$ cat config.mk
export PLATFORM = sky130hd
export DESIGN_NAME = ir_frame_duration_encoder_unit
export DESIGN_NICKNAME = d
export VERILOG_FILES = /design/src/sv/ifde_pkg.sv /design/src/sv/ifde_front.sv /design/src/sv/ifde_queue.sv /design/src/sv/ifde_back.sv /design/src/sv/ir_frame_duration_encoder_unit.sv
export SDC_FILE = /design/constraint.sdc
export NUM_CORES = 1
export LEC_CHECK = 0
export ABC_AREA = 0
export BUFFER_PORTS_ARGS = -buffer_cell sky130_fd_sc_hd__buf_2
export CORE_MARGIN = 2
export CORE_UTILIZATION = 67
export CTS_BUF_LIST = sky130_fd_sc_hd__clkbuf_2 sky130_fd_sc_hd__clkbuf_4 sky130_fd_sc_hd__clkbuf_8
export DETAILED_ROUTE_END_ITERATION = 12
export PLACE_DENSITY_LB_ADDON = 0.3
export SYNTH_ARGS = -nofsm -noshare
export SYNTH_HDL_FRONTEND = slang
export SYNTH_SLANG_ARGS = --single-unit
$ cat constraint.sdc
create_clock -name clk -period 7.4 [get_ports clk]
set_input_delay 0.74 -clock clk [delete_from_list [all_inputs] [get_ports clk]]
set_output_delay 0.74 -clock clk [all_outputs]
set_load 0.05 [all_outputs]
$ cat src/sv/ifde_pkg.sv
// shared types, constants and duration helper for the ir frame duration encoder
`timescale 1ns / 1ps
`default_nettype none
package ifde_pkg;

  localparam int TU_W    = 10;
  localparam int CODE_W  = 8;
  localparam int DUR_W   = 16;
  localparam int MULT_W  = 8;
  localparam int PROD_W  = TU_W + MULT_W;
  localparam int FRAME_W = 48;
  localparam int PAIRS   = 50;
  localparam int IDX_W   = $clog2(PAIRS);

  localparam logic [TU_W-1:0] TU_RESET = TU_W'(432);

  localparam longint MAX_DURATION = 65535;
  localparam logic [DUR_W-1:0] DUR_CAP =
    (MAX_DURATION > 65535) ? {DUR_W{1'b1}} : DUR_W'(MAX_DURATION);

  localparam logic [MULT_W-1:0] HDR_MARK  = MULT_W'(8);
  localparam logic [MULT_W-1:0] HDR_SPACE = MULT_W'(4);
  localparam logic [MULT_W-1:0] ONE_SPACE = MULT_W'(3);
  localparam logic [MULT_W-1:0] UNIT      = MULT_W'(1);
  localparam logic [MULT_W-1:0] TRL_SPACE = MULT_W'(173);

  localparam logic [CODE_W-1:0] BYTE_LEAD = CODE_W'(2);
  localparam logic [CODE_W-1:0] BYTE_VEND = CODE_W'(32);

  localparam int QUEUE_DEPTH = 2;

  typedef logic [FRAME_W-1:0] frame_t;
  typedef logic [IDX_W-1:0]   pair_idx_t;

  // head of the command queue as seen by the sequencer
  typedef struct packed {
    logic   valid;
    frame_t frame;
  } qhead_t;

  function automatic logic [DUR_W-1:0] duration(logic [TU_W-1:0] tu,
                                                logic [MULT_W-1:0] mult);
    logic [PROD_W-1:0] prod;
    prod = tu * mult;
    if (prod > PROD_W'(DUR_CAP)) begin
      return DUR_CAP;
    end
    return prod[DUR_W-1:0];
  endfunction

endpackage
`default_nettype wire

$ cat src/sv/ifde_front.sv
// front end: accepts a command and builds the 48-bit frame word
`timescale 1ns / 1ps
`default_nettype none
module ifde_front (
  input  wire logic                          in_valid,
  output logic                               in_stall,
  input  wire logic [ifde_pkg::CODE_W-1:0]   device_code,
  input  wire logic [ifde_pkg::CODE_W-1:0]   subdevice_code,
  input  wire logic [ifde_pkg::CODE_W-1:0]   function_code,
  input  wire logic                          q_full,
  output logic                               push,
  output ifde_pkg::frame_t                   push_frame
);

  logic [ifde_pkg::CODE_W-1:0] check;

  always_comb begin
    check      = device_code ^ subdevice_code ^ function_code;
    in_stall   = q_full;
    push       = in_valid && !q_full;
    push_frame = {check, function_code, subdevice_code, device_code,
                  ifde_pkg::BYTE_VEND, ifde_pkg::BYTE_LEAD};
  end

endmodule
`default_nettype wire

$ cat src/sv/ifde_queue.sv
// short frame queue between front end and pair sequencer
`timescale 1ns / 1ps
`default_nettype none
module ifde_queue #(
  parameter int DEPTH = ifde_pkg::QUEUE_DEPTH
) (
  input  wire logic             clk,
  input  wire logic             rst,
  input  wire logic             push,
  input  wire ifde_pkg::frame_t push_frame,
  output logic                  full,
  input  wire logic             pop,
  output ifde_pkg::qhead_t      head
);

  localparam int PTR_W = (DEPTH > 1) ? $clog2(DEPTH) : 1;
  localparam int CNT_W = $clog2(DEPTH + 1);

  ifde_pkg::frame_t mem [DEPTH];
  logic [PTR_W-1:0] wr_ptr;
  logic [PTR_W-1:0] rd_ptr;
  logic [CNT_W-1:0] count;

  always_comb begin
    full       = (count == CNT_W'(DEPTH));
    head.valid = (count != '0);
    head.frame = mem[rd_ptr];
  end

  always_ff @(posedge clk) begin
    if (push) begin
      mem[wr_ptr] <= push_frame;
    end
  end

  always_ff @(posedge clk) begin
    if (rst) begin
      wr_ptr <= '0;
      rd_ptr <= '0;
      count  <= '0;
    end else begin
      if (push) begin
        wr_ptr <= (wr_ptr == PTR_W'(DEPTH - 1)) ? '0 : wr_ptr + 1'b1;
      end
      if (pop) begin
        rd_ptr <= (rd_ptr == PTR_W'(DEPTH - 1)) ? '0 : rd_ptr + 1'b1;
      end
      if (push && !pop) begin
        count <= count + 1'b1;
      end else if (pop && !push) begin
        count <= count - 1'b1;
      end
    end
  end

endmodule
`default_nettype wire

$ cat src/sv/ifde_back.sv
// back end: walks one frame and emits a mark/space pair per cycle while out_stall is low
`timescale 1ns / 1ps
`default_nettype none
module ifde_back (
  input  wire logic                          clk,
  input  wire logic                          rst,
  input  wire logic [ifde_pkg::TU_W-1:0]     time_unit,
  input  wire ifde_pkg::qhead_t              head,
  output logic                               pop,
  output logic                               out_valid,
  input  wire logic                          out_stall,
  output logic [ifde_pkg::DUR_W-1:0]         mark_time,
  output logic [ifde_pkg::DUR_W-1:0]         space_time,
  output logic                               frame_end
);

  localparam ifde_pkg::pair_idx_t LAST = ifde_pkg::IDX_W'(ifde_pkg::PAIRS - 1);

  logic                           active;
  ifde_pkg::pair_idx_t            idx;
  ifde_pkg::frame_t               frame;
  logic                           can_load;
  logic                           last_pair;
  logic [ifde_pkg::MULT_W-1:0]    mark_mult;
  logic [ifde_pkg::MULT_W-1:0]    space_mult;

  always_comb begin
    can_load  = !out_valid || !out_stall;
    last_pair = (idx == LAST);
    pop       = head.valid && (!active || (can_load && last_pair));
    mark_mult = ifde_pkg::UNIT;
    if (idx == '0) begin
      mark_mult  = ifde_pkg::HDR_MARK;
      space_mult = ifde_pkg::HDR_SPACE;
    end else if (last_pair) begin
      space_mult = ifde_pkg::TRL_SPACE;
    end else begin
      space_mult = frame[0] ? ifde_pkg::ONE_SPACE : ifde_pkg::UNIT;
    end
  end

  // output word
  always_ff @(posedge clk) begin
    if (can_load && active) begin
      mark_time  <= ifde_pkg::duration(time_unit, mark_mult);
      space_time <= ifde_pkg::duration(time_unit, space_mult);
      frame_end  <= last_pair;
    end
  end

  always_ff @(posedge clk) begin
    if (pop) begin
      frame <= head.frame;
    end else if (can_load && active && idx != '0 && !last_pair) begin
      frame <= frame >> 1;
    end
  end

  always_ff @(posedge clk) begin
    if (rst) begin
      active    <= 1'b0;
      idx       <= '0;
      out_valid <= 1'b0;
    end else begin
      if (can_load) begin
        out_valid <= active;
      end
      if (pop) begin
        active <= 1'b1;
        idx    <= '0;
      end else if (can_load && active) begin
        if (last_pair) begin
          active <= 1'b0;
          idx    <= '0;
        end else begin
          idx <= idx + 1'b1;
        end
      end
    end
  end

endmodule
`default_nettype wire

$ cat src/sv/ir_frame_duration_encoder_unit.sv
// top level of the ir frame duration encoder
//
//   channel   direction  handshake               payload
//   in        input      in_valid / in_stall     device_code, subdevice_code, function_code
//   out       output     out_valid / out_stall   mark_time, space_time, frame_end
//   cfg       input      cfg_valid / cfg_ready   cfg_data (time_unit)
//
// one command gives 50 words, one per cycle from the pair sequencer while out_stall
// is low; the sequencer sets the sustained rate
// commands enter the two-entry queue in any cycle it has room; when the sequencer is
// free, the first word goes from the queue through the sequencer to the output register
// rst is synchronous and restores time_unit to 432 and empties the queue
// out_stall holds the output word and the sequencer; in_stall rises only on a full queue
`timescale 1ns / 1ps
`default_nettype none
module ir_frame_duration_encoder_unit #(
  parameter int QUEUE_DEPTH = ifde_pkg::QUEUE_DEPTH
) (
  input  wire logic                          clk,
  input  wire logic                          rst,
  input  wire logic                          in_valid,
  output logic                               in_stall,
  input  wire logic [ifde_pkg::CODE_W-1:0]   device_code,
  input  wire logic [ifde_pkg::CODE_W-1:0]   subdevice_code,
  input  wire logic [ifde_pkg::CODE_W-1:0]   function_code,
  output logic                               out_valid,
  input  wire logic                          out_stall,
  output logic [ifde_pkg::DUR_W-1:0]         mark_time,
  output logic [ifde_pkg::DUR_W-1:0]         space_time,
  output logic                               frame_end,
  input  wire logic                          cfg_valid,
  output logic                               cfg_ready,
  input  wire logic [ifde_pkg::TU_W-1:0]     cfg_data
);

  logic [ifde_pkg::TU_W-1:0] time_unit;
  logic                      q_full;
  logic                      push;
  ifde_pkg::frame_t          push_frame;
  logic                      pop;
  ifde_pkg::qhead_t          head;

  assign cfg_ready = 1'b1;

  always_ff @(posedge clk) begin
    if (rst) begin
      time_unit <= ifde_pkg::TU_RESET;
    end else if (cfg_valid && cfg_ready) begin
      time_unit <= cfg_data;
    end
  end

  ifde_front u_front (
    .in_valid       (in_valid),
    .in_stall       (in_stall),
    .device_code    (device_code),
    .subdevice_code (subdevice_code),
    .function_code  (function_code),
    .q_full         (q_full),
    .push           (push),
    .push_frame     (push_frame)
  );

  ifde_queue #(
    .DEPTH (QUEUE_DEPTH)
  ) u_queue (
    .clk        (clk),
    .rst        (rst),
    .push       (push),
    .push_frame (push_frame),
    .full       (q_full),
    .pop        (pop),
    .head       (head)
  );

  ifde_back u_back (
    .clk        (clk),
    .rst        (rst),
    .time_unit  (time_unit),
    .head       (head),
    .pop        (pop),
    .out_valid  (out_valid),
    .out_stall  (out_stall),
    .mark_time  (mark_time),
    .space_time (space_time),
    .frame_end  (frame_end)
  );

endmodule
`default_nettype wire
==> out/metrics.cfg, run 1 <==
[status]
outcome = completed

[clocking]
cts_buffers = 17
clk_path_buf_depth = 2
cts-hold-fix-buffers = 0
worstSkewPairLatency_ps = 450
cts_setup_buffers = 0
htreeDepth = 4
cts_tree = done
cts_resized = 0
path_clk_slew_ps = 80
clockRootBuffer = clkbuf_8
cts.sinks = 166

[worst_setup_path]
critPathBufInv = 4
r2r_cells = 18
reg2reg_slack_ps = 920
crit-reg2reg-launch = u_back.idx[1]
required_ps = 7540
cp-end-kind = flop
crit_family = adder cells
worstSetupStartpointType = flop
critPathKind = flop to flop
cp_slowest_cell = nor2_1
timing.rr.end = u_back.space_time[10]
path_cells = inv_1 -> ha_1 -> nand4_1 -> inv_1 -> nor2_1 -> nor2b_1 -> ha_1 -> fa_1 -> fa_1 -> inv_1 -> fa_1 -> inv_1 -> ha_1 -> a211oi_1 -> a32oi_1 -> o21ai_4 -> o311ai_2 -> nand4_1
cpMostUsedCell = inv_1
cp_max_fo = 21
max_stage_delay_ps = 890
critPathArrivalTime_ps = 6620

[yosys]
ys.flop_type = edfxtp_1
synth_area_um2 = 8950
async_reset_ff_share_pct = 0
ys_seq_area_share_pct = 53.12
synth_cells = 736
synth_cell_types = 53
ys_seq_elements = 166
synth_edf_count = 143
avgSynthCellArea_um2 = 12.16
yosysWarnings = 0

[floorplanning]
die_y_um = 119.6
num_rows = 42
dieWidth_um = 119.6
start_util_pct = 68.12
fp.coreArea_um2 = 13140
die_area_um2 = 14300
io_pins = 75

[sta]
finalSetupViolCount = 0
tns_ps = 0
drv_slew = 0
maxSlewHeadroom_pct = 24.88
tightest_slew_ps = 1123
hold_violations = 0
worst_slack_ps = 916.9
fin_skew_ps = 14.32
fin_crit_sh_pct = 87.61
rsz0062_at_grt = no
max_freq_mhz = 154.2
post-route-min-period_ps = 6483

[power_and_ir_drop]
power_density_nw_per_um2 = 354.2
power_frac_clock_pct = 19.9
seqPwrFrac_pct = 45.1
finalPower_mw = 3.498
power_frac_comb_pct = 35.1
p_leak_nw = 4.189
sw_frac_of_total_pct = 36.30
internal_power_mw = 2.228
p_sw_mw = 1.270
ir_drop_v = 0.0001851

[route]
first_pass_iters = 5
vias = 5673
final_antenna_net_count = 0
drc = 0
drt-total-wl_mm = 16.05
avgViaCountPerCell = 5.690
drtIter0Drc = 383
routedWlPerCell_um = 16.10

[finish]
area_delta_synth_final_pct = 10.33
num_antenna_cells = 0
final_cells = 997
stdcell_area_um2 = 9874
drive_gt1_share_pct = 14.86
fin_nets = 934

[global_route]
grt_pass1_wl_mm = 26.66
grt_max_degree = 84
antenna_found_initial = 0
grt_pass1_vias = 5963
grt_usage_pct = 23.72
grt.overflow.total = 0

[place]
dp_hpwl_mm = 11.28
place_ws_ps = 1053
portBuffers = 71
dpl-instance-area_um2 = 9447
placed_cells = 965
gp_congestion = 0.8960

[min_path]
holdCritStartpoint = cfg_data[5]
holdPathStages = 2
hold_class = input port to flop
min_to = time_unit[5]

[run]
max_cap_violations = 0

[worst max path at each step]
stage                     slack (ps)          start               endpoint  cells after the start
final                            920  u_back.idx[1]  u_back.space_time[10]                     18
after global routing             450  u_back.idx[1]   u_back.space_time[5]                     18
after CTS                       1010  u_back.idx[1]  u_back.space_time[10]                     18
after detailed placement        1050  u_back.idx[1]   u_back.space_time[2]                     18
after global placement          1480  u_back.idx[1]  u_back.space_time[10]                     18
after floorplan                 2330  u_back.idx[1]   u_back.space_time[4]                     20
[per-layer routing]
layer  global-route usage (%)  routed length (um)
met3                    5.133                 719
met1                    26.28                6162
met4                    10.15                 381
met5                        0                   0
met2                    43.82                8786
[Yosys cell counts (9+ instances only)]
library cell  count  share of area [%]
xor2_1            9               0.88
dfxtp_1          23                5.1
edfxtp_1        143                 48
nor2b_1          28                2.0
a21oi_1          49                2.7
clkbuf_1         13               0.55
fa_1             30                6.7
a21o_1           11               0.92
nand2_1          33                1.4
nor2_1           60                2.5
and3_1           15                1.0
nand4_1          12               0.84
mux2i_1          39                4.4
and2_1           22                1.5
o21ai_0          11               0.62
inv_1            66                2.8
xnor2_1          36                3.5
ha_1             57                8.0
[power groups by stage]
stage	Clock, mW	Combinational (mW)	Sequential, mW
floorplan	0	0.806	1.73
global placement	0	1.18	1.59
finish	0.695	1.23	1.58
CTS	0.707	1.24	1.58
global route	0.742	1.36	1.60
detailed placement	0	1.23	1.60
[layout make-up]
| type | instances | area (um2) |
|---|---|---|
| Clock inverter | 13 | 178.9 |
| Multi-Input combinational cell | 481 | 3834 |
| Tap cell | 176 | 220.2 |
| Timing Repair Buffer | 75 | 385.4 |
| Fill cell | 855 | 3263 |
| Inverter | 67 | 251.5 |
| Clock buffer | 19 | 249.0 |
| Sequential cell | 166 | 4756 |
[flip-flops by register name, indices dropped and copies added (netlist names), named ones only]
| register | cells |
|---|---|
| u_queue.mem | 64 |
| u_back.frame | 48 |
| u_back.space_time | 16 |
| u_back.mark_time | 14 |
| time_unit | 10 |
| u_back.idx | 6 |
| u_queue.count | 2 |
| u_back.active | 1 |
| u_back.frame_end | 1 |
| u_back.out_valid | 1 |
| u_queue.rd_ptr | 1 |
| u_queue.wr_ptr | 1 |
[stage by stage]
| step | hold slack, ps | utilization (%) |
|---|---|---|
| 2_1_floorplan | 458.3 | - |
| 3_3_place_gp | 481.9 | 71.90 |
| 3_5_place_dp | 496.3 | 71.90 |
| 4_1_cts | 473.4 | 75.16 |
| 5_1_grt | 480.2 | 75.16 |
| 6_report | 505.5 | 75.16 |
[cells by family (layout without fill, tap and decap cells)]
group           after synthesis  after routing  synth area share [%]
flops                       166            166                 53.12
mux                          40             40                 4.613
fa+ha+maj                    87             87                 14.68
xor+xnor                     45             45                 4.404
compound gates               95             95                 6.725
buf+inv                      98            174                 4.600
simple gates                203            203                 11.77
other cells                   2             11               0.08391
[cell usage in the layout (no fill, tap or decap), drive strengths merged, types with 3 or more instances in the layout]
cell,count
a21oi,49
a211oi,3
buf,75
inv,68
nor2,60
and3,16
edfxtp,143
bufinv,4
nor3,4
clkinv,7
clkbuf,19
dfxtp,23
nand2b,4
nor2b,28
ha,57
nand4,12
fa,30
nand3,6
xnor2,36
conb,11
nand4b,8
or2,4
a211o,4
mux2i,40
o21ai,13
a21o,14
and2,22
nand2,33
xor2,9
Power figures use the tool's default switching activity.
==> run 2: changes to the inputs <==
--- a/config.mk
+++ b/config.mk
@@ -7,8 +7,10 @@
 export LEC_CHECK = 0
 export ABC_AREA = 0
 export BUFFER_PORTS_ARGS = -buffer_cell sky130_fd_sc_hd__buf_2
+export CELL_PAD_IN_SITES_DETAIL_PLACEMENT = 1
+export CELL_PAD_IN_SITES_GLOBAL_PLACEMENT = 1
 export CORE_MARGIN = 2
-export CORE_UTILIZATION = 67
+export CORE_UTILIZATION = 55
 export CTS_BUF_LIST = sky130_fd_sc_hd__clkbuf_2 sky130_fd_sc_hd__clkbuf_4 sky130_fd_sc_hd__clkbuf_8
 export DETAILED_ROUTE_END_ITERATION = 12
 export PLACE_DENSITY_LB_ADDON = 0.3
==> out/metrics.cfg, run 2 (synthesized netlist as in run 1, its figures left out) <==
[status]
outcome = completed

[route]
first_pass_iters = 4  ; -1
vias = 5742  ; +1.2%
avgViaCountPerCell = 5.532  ; -2.8%
drt-total-wl_mm = 19.21  ; +20%
drtIter0Drc = 279  ; -27%
routedWlPerCell_um = 18.50  ; +15%
drc = 0  ; unchanged
final_antenna_net_count = 0  ; unchanged

[sta]
maxSlewHeadroom_pct = 22.86  ; -2.0 points
hold_violations = 0  ; unchanged
tightest_slew_ps = 1153  ; +30.19 ps
max_freq_mhz = 163.7  ; +6.2%
fin_crit_sh_pct = 82.53  ; -5.1 points
rsz0062_at_grt = no
post-route-min-period_ps = 6107  ; -375.6 ps
tns_ps = 0  ; unchanged
finalSetupViolCount = 0  ; unchanged
fin_skew_ps = 12.95  ; -1.378 ps
drv_slew = 0  ; unchanged

[finish]
drive_gt1_share_pct = 15.21  ; +0.35 points
largestRegisters = u_queue.mem: 64 flops, u_back.frame: 48 flops, u_back.space_time: 16 flops
final_common_cell = edfxtp_1
final_cells = 1038  ; +4.1%
area_delta_synth_final_pct = 10.74
mostFrequentLayoutCells = 143 x edfxtp_1, 71 x buf_2, 66 x inv_1
num_antenna_cells = 0  ; unchanged
stdcell_area_um2 = 9911  ; +0.37%
nFillCells = 1670  ; +95%
largest_reg_flops = 64  ; unchanged
fin_nets = 935  ; +0.11%
top_register = u_queue.mem

[worst_setup_path]
crit_family = adder cells
max_stage_delay_ps = 830  ; -60 ps
r2r_cells = 18  ; unchanged
crit_start = u_back.idx[0]
critPathBufInv = 4  ; unchanged
critPathArrivalTime_ps = 6260  ; -360 ps
crit-reg2reg-launch = u_back.idx[0]
reg2reg_slack_ps = 1290  ; +380 ps
cp_slowest_cell = o311ai_2
cp-end-kind = flop
worstSetupStartpointType = flop
worstSetupPathDepth = 18  ; unchanged
cp_max_fo = 21  ; unchanged
path_cells = ha_1 -> nand4_1 -> inv_1 -> nor2_1 -> buf_4 -> nor2b_1 -> ha_1 -> fa_1 -> fa_1 -> inv_1 -> fa_1 -> inv_1 -> ha_1 -> a211oi_1 -> a32oi_1 -> o21ai_4 -> o311ai_2 -> nand4_1
critPathKind = flop to flop
required_ps = 7550  ; about the same

[global_route]
grt_usage_pct = 22.94  ; -0.78 points
grt_pass1_vias = 6422  ; +7.7%
grt_pass1_wl_mm = 31.37  ; +18%
antenna_found_initial = 0  ; unchanged
grt.overflow.total = 0  ; unchanged
grt_max_degree = 84  ; unchanged

[floorplanning]
dieWidth_um = 131.6  ; +10%
io_pins = 75  ; unchanged
fp.coreArea_um2 = 15890  ; +21%
start_util_pct = 56.34  ; -12 points
die_area_um2 = 17310  ; +21%
num_rows = 46  ; +9.5%
die_y_um = 131.6  ; +10%

[clocking]
worstSkewPairLatency_ps = 460  ; about the same
cts_resized = 0  ; unchanged
cts_setup_buffers = 0  ; unchanged
clockRootBuffer = clkbuf_8
cts.sinks = 166  ; unchanged
cts_buffers = 17  ; unchanged
cts_tree = done
path_clk_slew_ps = 100  ; +20 ps
cts-hold-fix-buffers = 0  ; unchanged
clk_path_buf_depth = 2  ; unchanged
htreeDepth = 4  ; unchanged

[power_and_ir_drop]
power_density_nw_per_um2 = 357.1  ; +0.80%
p_leak_nw = 4.175  ; -0.33%
finalPower_mw = 3.539  ; +1.2%
ir_drop_v = 0.0001932  ; +4.4%

[place]
dpl-instance-area_um2 = 9504  ; +0.61%
placed_cells = 1006  ; +4.2%
gp_congestion = 0.8575  ; -4.3%
dp_hpwl_mm = 13.69  ; +21%
portBuffers = 71  ; unchanged

[min_path]
holdCritStartpoint = function_code[3]
holdPathStages = 1  ; -1
hold_class = input port to flop

[run]
max_cap_violations = 0  ; unchanged

-- run 2: cell types whose count changed in the layout (fill, tap and decap cells not counted), sizes merged --
cell      before  now
buf           75   76
clkbuf        19   18
clkinv         7    2
inv           68   73
clkinvlp       1    4
bufinv         4    2
-- run 2: report_power, final --
part	total [mW]	internal [mW]	leakage, nW	switching (mW)
Clock	0.679	0.314	0.195	0.364
Combinational	1.27	0.415	2.44	0.854
Sequential	1.59	1.45	1.54	0.146
Total	3.54	2.17	4.18	1.36
-- run 2: worst paths after layout --
| kind | end |
|---|---|
| setup / recovery | u_back.space_time[6] |
| hold / removal | u_queue.mem[1][19] |
| setup reg to reg | u_back.space_time[6] |
| hold reg to reg | u_back.frame[13] |
-- run 2: layout make-up --
| class | instances | area, um2 | share of cell area [%] |
|---|---|---|---|
| inverters | 67 | 251.5 | 2.538 |
| flip-flops and latches | 166 | 4756 | 47.99 |
| repair buffers | 76 | 392.9 | 3.964 |
| clock inverters | 14 | 165.2 | 1.666 |
| multi-input cells | 481 | 3834 | 38.68 |
| clock buffers | 18 | 241.5 | 2.437 |
| well taps | 216 | 270.3 | 2.727 |
-- run 2: metal layers --
metal	wire length, um	track usage [%]	share of wire, %	up-vias
met5	0	0	0	-
met4	318	7.548	1.7	0
met3	544	4.090	2.8	24
met2	10970	45.17	57	108
met1	7369	24.42	38	2900
li1	-	-	-	2710
-- run 2: worst reg2reg max path: stages (launching register included) --
cell and delay (ps):
dfxtp_1 440, ha_1 220, nand4_1 280, inv_1 500, nor2_1 120, buf_4 220
nor2b_1 130, ha_1 240, fa_1 470, fa_1 560, inv_1 60, fa_1 530
inv_1 40, ha_1 370, a211oi_1 120, a32oi_1 320, o21ai_4 130, o311ai_2 830
nand4_1 210
-- run 2: through the flow --
step                      worst slack [ps]  utilization [%]  hold WS, ps
after floorplan                       2331                -        458.3
after global placement                1804            59.83        484.2
after detailed placement              1403            59.83        498.4
after CTS                             1317            62.39        459.2
after global routing                 758.5            62.39        461.4
final                                 1293            62.39        492.6
==> run 3: changes to the inputs <==
--- a/config.mk
+++ b/config.mk
@@ -10,7 +10,7 @@
 export CELL_PAD_IN_SITES_DETAIL_PLACEMENT = 1
 export CELL_PAD_IN_SITES_GLOBAL_PLACEMENT = 1
 export CORE_MARGIN = 2
-export CORE_UTILIZATION = 55
+export CORE_UTILIZATION = 46
 export CTS_BUF_LIST = sky130_fd_sc_hd__clkbuf_2 sky130_fd_sc_hd__clkbuf_4 sky130_fd_sc_hd__clkbuf_8
 export DETAILED_ROUTE_END_ITERATION = 12
 export PLACE_DENSITY_LB_ADDON = 0.3
==> constraint.sdc (replaced) <==
create_clock -name clk -period 5.6 [get_ports clk]
set_input_delay 0.56 -clock clk [delete_from_list [all_inputs] [get_ports clk]]
set_output_delay 0.56 -clock clk [all_outputs]
set_load 0.05 [all_outputs]
==> out/metrics.cfg, run 3 (synthesized netlist as in run 1, its figures left out) <==
[status]
outcome = completed

[power_and_ir_drop]
power_density_nw_per_um2 = 463.6  ; +30%
p_leak_nw = 4.229  ; +1.3%
finalPower_mw = 4.682  ; +32%
ir_drop_v = 0.0002659  ; +38%

[run]
max_cap_violations = 0  ; unchanged

[floorplanning]
fp.coreArea_um2 = 19270  ; +21%
dieWidth_um = 143.5  ; +9.1%
start_util_pct = 46.44  ; -9.9 points
io_pins = 75  ; unchanged
die_area_um2 = 20590  ; +19%
die_y_um = 143.5  ; +9.1%
num_rows = 51  ; +11%

[clocking]
path_clk_slew_ps = 120  ; +20 ps
cts-hold-fix-buffers = 0  ; unchanged
cts_buffers = 17  ; unchanged
cts_tree = done
clockRootBuffer = clkbuf_8
htreeDepth = 4  ; unchanged
clk_path_buf_depth = 2  ; unchanged
cts.sinks = 166  ; unchanged
worstSkewPairLatency_ps = 480  ; +20 ps

[global_route]
grt_max_degree = 83  ; -1.2%
grt.overflow.total = 0  ; unchanged
grt_pass1_vias = 6193  ; -3.6%
grt_pass1_wl_mm = 30.13  ; -3.9%
antenna_found_initial = 0  ; unchanged
grt_usage_pct = 18.80  ; -4.1 points

[sta]
tightest_slew_ps = 1151  ; -1.876 ps
drv_slew = 0  ; unchanged
post-route-min-period_ps = 5291  ; -816.0 ps
rsz0062_at_grt = no
finalSetupViolCount = 0  ; unchanged
fin_crit_sh_pct = 94.49  ; +12 points
maxSlewHeadroom_pct = 22.98  ; +0.13 points
max_freq_mhz = 189.0  ; +15%
hold_ws_ps = 286.2  ; -206.4 ps
hold_violations = 0  ; unchanged
fin_skew_ps = 17.40  ; +4.453 ps

[route]
drc = 0  ; unchanged
avgViaCountPerCell = 5.218  ; -5.7%
drt-total-wl_mm = 18.80  ; -2.1%
vias = 5714  ; -0.49%
first_pass_iters = 4  ; unchanged
drtIter0Drc = 321  ; +15%
final_antenna_net_count = 0  ; unchanged
routedWlPerCell_um = 17.17  ; -7.2%

[finish]
largestRegisters = u_queue.mem: 64 flops, u_back.frame: 48 flops, u_back.space_time: 16 flops
regArea_um2 = 4757  ; about the same
final_common_cell = edfxtp_1
fin_nets = 943  ; +0.86%
multiInputGateArea_um2 = 3874  ; +1.0%
largest_reg_flops = 64  ; unchanged
nFillCells = 2054  ; +23%
mostFrequentLayoutCells = 143 x edfxtp_1, 71 x buf_2, 65 x inv_1
drive_gt1_share_pct = 16.63  ; +1.4 points
num_antenna_cells = 0  ; unchanged
fin_util_pct = 52.41  ; -10 points
area_delta_synth_final_pct = 12.85
top_register = u_queue.mem
stdcell_area_um2 = 10100  ; +1.9%

[worst_setup_path]
cp_slowest_cell = fa_1
cp-end-kind = flop
worstSetupStartpointType = flop
cp_max_fo = 16  ; -24%
crit_family = adder cells
required_ps = 5800  ; -1750 ps
critPathKind = flop to flop
path_cells = nor2_1 -> nand4_1 -> inv_2 -> buf_4 -> and2_1 -> nand2_1 -> fa_1 -> inv_1 -> fa_1 -> inv_1 -> fa_1 -> inv_1 -> ha_1 -> and3_2 -> a221o_1 -> o21ai_4 -> nand4b_1 -> buf_4 -> o311ai_4 -> nand4b_1
max_stage_delay_ps = 590  ; -240 ps
critPathBufInv = 6  ; +2
critPathArrivalTime_ps = 5490  ; -770 ps

[min_path]
hold_class = input port to flop

[place]
dpl-instance-area_um2 = 9595  ; +0.96%
portBuffers = 71  ; unchanged
gp_congestion = 0.8290  ; -3.3%
dp_hpwl_mm = 13.10  ; -4.3%

## run 3: cell types whose count changed in the layout (fill, tap and decap cells not counted), sizes merged
| cell | previous run | this run |
|---|---|---|
| buf | 76 | 83 |
| clkinv | 2 | 7 |
| clkinvlp | 4 | 0 |
| inv | 73 | 75 |
| clkbuf | 18 | 17 |
| o311ai | 1 | 2 |
| bufinv | 2 | 0 |
## run 3: final timing paths
check | cells past startpoint | slack (ps) | endpoint | startpoint
max reg2reg | 20 | 310 | u_back.space_time[1] | u_back.idx[2]
min reg2reg | 2 | 520 | u_queue.count[1] | u_queue.count[1]
min | 1 | 290 | u_queue.mem[0][10] | subdevice_code[2]
max | 20 | 310 | u_back.space_time[1] | u_back.idx[2]
## run 3: timing repair
action	4_1_cts	5_1_grt
endpoints found under the setup margin	16	16
pin swaps	0	3
setup buffers	0	3
cloned	0	1
resized for setup	1	5
## run 3: layer usage
| metal | vias up | part of all wire [%] | global-route usage (%) |
|---|---|---|---|
| met5 | - | 0 | 0 |
| met4 | 0 | 1.8 | 6.089 |
| met3 | 26 | 2.8 | 3.032 |
| met2 | 97 | 55 | 35.46 |
| met1 | 2877 | 40 | 21.65 |
| li1 | 2714 | - | - |
## run 3: stage by stage
stage                     setup TNS (ps)  setup slack, ps  cells
after floorplan                        0            530.6    745
after global placement                 0            207.4   1059
after detailed placement          -88.77           -36.12   1059
after CTS                              0            137.4   1091
after global routing                   0            8.852   1095
final                                  0            308.6   1095
## run 3: power breakdown
part | internal (mW) | switching, mW
registers | 1.91 | 0.181
logic | 0.550 | 1.11
clock network | 0.360 | 0.568
total | 2.82 | 1.86
## run 3: cell type report
cell class | count | share of cell area [%]
Inverter | 67 | 2.490
Multi-Input combinational cell | 482 | 38.35
Clock inverter | 15 | 2.044
Sequential cell | 166 | 47.10
Clock buffer | 17 | 2.317
Tap cell | 265 | 3.283
Timing Repair Buffer | 83 | 4.410
